**config.mk**
```make
export PLATFORM = sky130hd
export DESIGN_NAME = hbi_coef_regs
export DESIGN_NICKNAME = d
export VERILOG_FILES = /design/src/hw/rtl/hbi_pkg.sv /design/src/hw/rtl/hbi_coef_regs.sv
export SDC_FILE = /design/constraint.sdc
export NUM_CORES = 1
export LEC_CHECK = 0
export CAP_MARGIN = 40
export CORE_ASPECT_RATIO = 0.5
export CORE_MARGIN = 5
export CORE_UTILIZATION = 60
export DETAILED_ROUTE_END_ITERATION = 10
export DONT_BUFFER_PORTS = 1
export PLACE_DENSITY = 0.76
export SYNTH_ARGS = -nofsm -noshare
export SYNTH_HDL_FRONTEND = slang
export SYNTH_SLANG_ARGS = --single-unit
```
**constraint.sdc**
```tcl
create_clock -name clk -period 0.9 [get_ports clk]
set_input_delay 0.045 -clock clk [delete_from_list [all_inputs] [get_ports clk]]
set_output_delay 0.045 -clock clk [all_outputs]
set_load 0.01 [all_outputs]
```
**src/hw/rtl/hbi_pkg.sv**
```systemverilog
// shared types, constants and rounding helper for the halfband interpolator
package hbi_pkg;

	localparam int HALF_TAPS    = 7;
	localparam int HIST_LEN     = 2 * HALF_TAPS - 1;
	localparam int CENTER_DELAY = HALF_TAPS - 1;
	localparam int NUM_TAP_REGS = 7;
	localparam int NUM_PSUM     = (HALF_TAPS + 1) / 2;

	localparam int SAMPLE_W  = 24;
	localparam int COEF_W    = 18;
	localparam int PAIR_W    = SAMPLE_W + 1;
	localparam int PROD_W    = PAIR_W + COEF_W;
	localparam int CPROD_W   = SAMPLE_W + COEF_W;
	localparam int ACC_W     = PROD_W + $clog2(HALF_TAPS) + 1;
	localparam int FRAC_W    = 16;
	localparam int SHIFT_W   = ACC_W - FRAC_W;
	localparam int CFG_IDX_W = 4;

	// register indexes
	localparam logic [CFG_IDX_W-1:0] REG_TAP_FIRST = CFG_IDX_W'(0);
	localparam logic [CFG_IDX_W-1:0] REG_CENTER    = CFG_IDX_W'(NUM_TAP_REGS);

	typedef logic signed [SAMPLE_W-1:0] sample_t;
	typedef logic signed [COEF_W-1:0]   coef_t;
	typedef logic signed [ACC_W-1:0]    acc_t;
	typedef coef_t coef_arr_t [HALF_TAPS];

	localparam coef_t COEF_CENTER_RST = COEF_W'(65536);
	localparam acc_t  ROUND_HALF      = ACC_W'(1 << (FRAC_W - 1));
	localparam sample_t SAT_MAX = {1'b0, {(SAMPLE_W-1){1'b1}}};
	localparam sample_t SAT_MIN = {1'b1, {(SAMPLE_W-1){1'b0}}};

	// acc already carries the half-lsb rounding offset; floor shift then clamp
	function automatic sample_t round_sat(input acc_t acc);
		logic [SHIFT_W-1:0]         sh;
		logic [SHIFT_W-SAMPLE_W:0]  hi;
		sh = acc[ACC_W-1:FRAC_W];
		hi = sh[SHIFT_W-1:SAMPLE_W-1];
		if ((hi == '0) || (hi == '1)) begin
			round_sat = sample_t'(sh[SAMPLE_W-1:0]);
		end else if (sh[SHIFT_W-1]) begin
			round_sat = SAT_MIN;
		end else begin
			round_sat = SAT_MAX;
		end
	endfunction

endpackage

```
**src/hw/rtl/hbi_coef_regs.sv**
```systemverilog
// coefficient register file written through the configuration port
module hbi_coef_regs (
	input  logic                           clk,
	input  logic                           arst_n,
	input  logic                           cfg_we,
	input  logic [hbi_pkg::CFG_IDX_W-1:0]  cfg_index,
	input  logic [hbi_pkg::COEF_W-1:0]     cfg_wdata,
	output hbi_pkg::coef_arr_t             tap_coef,
	output hbi_pkg::coef_t                 center_coef
);
	import hbi_pkg::*;

	coef_t center_q;

	genvar i;
	generate
		for (i = 0; i < HALF_TAPS; i++) begin : g_tap
			if (i < NUM_TAP_REGS) begin : g_reg
				coef_t tap_q;
				always_ff @(posedge clk or negedge arst_n) begin
					if (!arst_n) begin
						tap_q <= '0;
					end else if (cfg_we && (cfg_index == REG_TAP_FIRST + CFG_IDX_W'(i))) begin
						tap_q <= coef_t'(cfg_wdata);
					end
				end
				assign tap_coef[i] = tap_q;
			end else begin : g_zero
				// taps past the register list stay zero
				assign tap_coef[i] = '0;
			end
		end
	endgenerate

	always_ff @(posedge clk or negedge arst_n) begin
		if (!arst_n) begin
			center_q <= COEF_CENTER_RST;
		end else if (cfg_we && (cfg_index == REG_CENTER)) begin
			center_q <= coef_t'(cfg_wdata);
		end
	end

	assign center_coef = center_q;

endmodule

```
==> results of run 1 <==
## Yosys cell counts
| cell type | n |
|---|---|
| dfrtp_1 | 143 |
| nor3b_4 | 1 |
| nor2_2 | 1 |
| buf_2 | 3 |
| nand2b_1 | 1 |
| nor2_1 | 1 |
| nand2_2 | 1 |
| nand3b_2 | 2 |
| mux2_2 | 144 |
| nand2_1 | 1 |
| buf_4 | 4 |
| nand3b_1 | 1 |
| nor3b_1 | 2 |
| nor2b_1 | 1 |
| buf_6 | 5 |
| dfstp_2 | 1 |
## kinds of logic after synthesis
family / Yosys count / synth area share [%]
buf+inv: 12 / 1.868
mux: 144 / 29.90
flops: 144 / 66.46
simple gates: 12 / 1.776
## per-stage QoR
| stage | util, % | worst slack, ns | cells |
|---|---|---|---|
| 2_1_floorplan | - | -0.3079 | 312 |
| 4_1_cts | 93.35 | -0.1381 | 641 |
| 3_5_place_dp | 75.27 | -0.4443 | 554 |
| 3_3_place_gp | 75.27 | -0.3554 | 554 |
## what timing repair did
action,in CTS
setup buffers,37
gates resized for setup,135
cloned,0
setup endpoints to repair,141
endpoints found under the hold margin,288
hold buffers,18
==> metrics.txt, run 1 <==
status stopped before the end; failing step global routing (5_1_grt); First Err [ERROR DPL-0033] detailed placement checks failed during check placement.; H-tree depth 4; Synth Warn # 0; initial core utilization 61.86%; initial antenna violation count 1; Rows 24; largest net degree at the start of global routing 145; post-synth cell types 16; Worst Endpoint after GRT Repair tap_coef[5]; CTS Buffer Depth 2; DPL Wire Length ~9000 um; chip height 77.23 um; Yosys top cell by area dfrtp_1; Inserted Clock Buffers 17; cell area after placement around 0.0066 mm2; Worst End Pin Type top-level output; Root Buffer clkbuf_16; Placer Congestion 0.8235; Post-Syn Nets about 340; Mean Syn Cell Area approximately 17 um2; Synth Register Bits between 100 and 150; Yosys top cell area share 65.97%; Mapped Cells 312; io pins approximately 170; Die Width approximately 140 um; number of port buffers 0; Sink Count 144; sequential element share of the synthesized area between 60% and 70%; Synth area leaders dfrtp_1 66%, mux2_2 30%, buf_6 1.0%, buf_4 0.55%, dfstp_2 0.48%; Netlist Area Pre-Place about 0.0054 mm2
==> run 2, diff against run 1 <==
--- a/config.mk
+++ b/config.mk
@@ -6,12 +6,11 @@
 export NUM_CORES = 1
 export LEC_CHECK = 0
 export CAP_MARGIN = 40
-export CORE_ASPECT_RATIO = 0.5
 export CORE_MARGIN = 5
-export CORE_UTILIZATION = 60
+export CORE_UTILIZATION = 40
 export DETAILED_ROUTE_END_ITERATION = 10
 export DONT_BUFFER_PORTS = 1
-export PLACE_DENSITY = 0.76
+export PLACE_DENSITY_LB_ADDON = 0.15
 export SYNTH_ARGS = -nofsm -noshare
 export SYNTH_HDL_FRONTEND = slang
 export SYNTH_SLANG_ARGS = --single-unit
==> run 2 against run 1 <==
  * The flow now finishes, with violations (hold timing, setup timing)
  * Area after synthesis unchanged
  * Synthesized cell count stayed put
==> metrics.txt, run 2 <==
Tot GR Track Use between 10% and 20%; fin crit period a little over 1 ns; register bank with the most flops g_tap.g_reg.tap_q; Async S/R FF share, synth 100.0% (unchanged); sequential group share of total power between 40 and 50%; Synth Area in Compound Gates 0% (unchanged); vias per cell 4.827; ant diodes 0; Slew HR just under 80%; number of port buffers 0 (unchanged); commonest cells after routing, fill and taps aside 143 x dfrtp_1, 138 x buf_6, 129 x mux2_2, 35 x buf_4, 18 x dlygate4sd3_1; Slew Viols, Final 0; largest net degree at the start of global routing ~150; Post-Syn Nets 337 (unchanged); Largest register FFs between 100 and 150; MaxCap Viol Count 0; DR iter-0 viols 105; failing checks hold timing, setup timing; Critical Path Fanout Max 2; launch point of the worst path center_coef[16]; total power 21.85 mW; clock share of power a little under a third; arrival time at the worst endpoint between 0.9 and 1 ns; core footprint between 0.01 and 0.015 mm2; chip height 126.4 um (+64%); WP depth 0; CTS Buffer Depth 2 (unchanged); io pins 169 (unchanged); layout cells sized above 1 between 60% and 70%; Die Width 126.4 um (-12%); Post-synth EDFFs 0 (unchanged); Crit path required time ~0.85 ns; first-pass GRT wire length 22070 um; Skew-Pair Late Insertion Delay roughly 0.41 ns; Hold-fix buffers, CTS 18 (unchanged); P_int between 15 and 20 mW; grt met1 use 23.27%; Overflow after GRT 0; Routed Antenna Nets 0; CTS tree built; Synth Flop Type dfrtp_1; commonest non-fill, non-tap cell in the layout dfrtp_1; Rows 42 (+75%); nets 536; Mapped Cells 312 (unchanged); adder-cell share of the synthesized area 0% (unchanged); most crowded layer after global routing met2; Finished Layout Cells 698; Routed WL approximately 14000 um; Post-Synth Simple-Gate Area 1.776% (unchanged); R2R Path Start g_tap[2].g_reg.tap_q[7]; Final setup viols approximately 130; sequential element share of the synthesized area 66.46% (unchanged); Worst-Margin Slew 0.3364 ns; drt pass-1 iters 6; initial core utilization 40.80% (-21 points); post-synthesis mux area share 29.90% (unchanged); number of global-route vias before repair about 3700; startpoint types flip-flop; Routed WL per cell about 20 um; Final WS setup -0.1116 ns; Hold Fails Final Rpt approximately 140; Synth Warn # 0 (unchanged); H-tree depth 4 (unchanged); R2R cell count 2; Worst Skew 0 ns; Yosys top cell by area dfrtp_1; initial antenna violation count 0; Synth Register Bits 144 (unchanged); Clock transition at path regs 0.05 ns; most common cell in the synthesized netlist mux2_2; RSZ-0062 raised after global routing true; Tcrit/Tclk final 112.4%; most frequent cells after synthesis 144 x mux2_2, 143 x dfrtp_1, 5 x buf_6, 4 x buf_4, 3 x buf_2; largest family of logic cells by synthesized area multiplexers; Die ar. roughly 0.016 mm2; P_sw 5.603 mW; power per cell area about 2700 mW/mm2; Placer Congestion 0.7367 (-11%); post-synth cell types 16 (unchanged); Netlist Area Pre-Place 0.005424 mm2 (unchanged); Synth area leaders dfrtp_1 66%, mux2_2 30%, buf_6 1.0%, buf_4 0.55%, dfstp_2 0.48%; met2 usage approximately 27%; worst hold slack -0.6716 ns; xor-xnor portion of the synthesized cell area 0% (unchanged); Switching Share about 26%; post-route cell area between 0.008 and 0.009 mm2; final core occ around three fifths; cell area after placement 0.006671 mm2 (+1.1%); area delta synth->final 50.89%; Hold Crit Class in -> async; Placed Cells 621 (+12%); status finished with violations; Sink Count 144 (unchanged); crit end category output port; Via Count ~3400; met3 Track Usage GR roughly 7.4%; Comb pwr share around 28%; setup TNS -8.794 ns; DRC 0; peak supply drop between 1.5 and 2 mV; Root Buffer clkbuf_16; Yosys top cell area share 65.97% (unchanged); kind of critical path reg -> out; DPL Wire Length 9432 um (+5.3%); cell leakage power about 3.8 nW; fmax 0.9886 GHz; Inserted Clock Buffers 17 (unchanged); Mean Syn Cell Area 17.38 um2 (unchanged)
-- run 2: cell counts after synthesis --
No cell type changed its count.
-- run 2: path summary, 6_finish.rpt --
| path | slack [ns] | endpoint |
|---|---|---|
| setup / recovery | -0.11 | center_coef[16] |
| hold / removal | -0.67 | center_coef[15] |
| setup reg to reg | -0.01 | g_tap[2].g_reg.tap_q[7] |
| hold reg to reg | 0.53 | g_tap[2].g_reg.tap_q[15] |
| max in group asynchronous | 1.29 | g_tap[3].g_reg.tap_q[7] |
| min in group clk | 0.03 | g_tap[1].g_reg.tap_q[17] |
-- run 2: what timing repair did --
| item | in CTS | in global routing |
|---|---|---|
| buffers inserted | 21 | 8 |
| hold endpoints to repair | 288 | 144 |
| setup endpoints to repair | 127 | 157 |
| pin swaps | 0 | 0 |
| gates resized for setup | 126 | 23 |
-- run 2: kinds of logic (layout without fill, tap and decap cells) --
family	count (synthesis)	in the layout
DFF	144	144
muxes	144	144
and+or+nand+nor	12	12
buffers and inverters	12	222
-- run 2: final cells by class --
class | instances | area, um2
Clock buffer | 24 | 471.7
Clock inverter | 6 | 83.83
Fill cell | 1001 | 5111
Multi-Input combinational cell | 156 | 1787
Sequential cell | 144 | 3605
Tap cell | 176 | 220.2
Timing Repair Buffer | 192 | 2017
-- run 2: power groups by stage --
| stage | Combinational, mW | Clock (mW) | Sequential [mW] |
|---|---|---|---|
| 6_report | 6.02 | 6.63 | 9.20 |
| 3_3_place_gp | 4.51 | 0 | 8.95 |
| 2_1_floorplan | 1.40 | 0 | 9.54 |
| 3_5_place_dp | 4.57 | 0 | 9.03 |
| 5_1_grt | 6.42 | 7.10 | 9.39 |
| 4_1_cts | 5.83 | 6.82 | 9.17 |
-- run 2: per-layer routing --
| metal | share of wire [%] | vias to the layer above |
|---|---|---|
| met5 | 0 | - |
| met4 | 2.1 | 0 |
| met3 | 7.8 | 21 |
| met2 | 47 | 119 |
| met1 | 43 | 1719 |
| li1 | - | 1510 |
-- run 2: stage by stage --
step                      hold WS (ns)  worst slack (ns)
after floorplan                -0.2506           -0.3079
after global placement         -0.2459           -0.2884
after detailed placement       -0.2468           -0.3477
after CTS                      -0.6925           -0.1383
after global routing           -0.6972           -0.1455
final                          -0.6716           -0.1116
No activity file was read; power rests on OpenSTA's default activity.
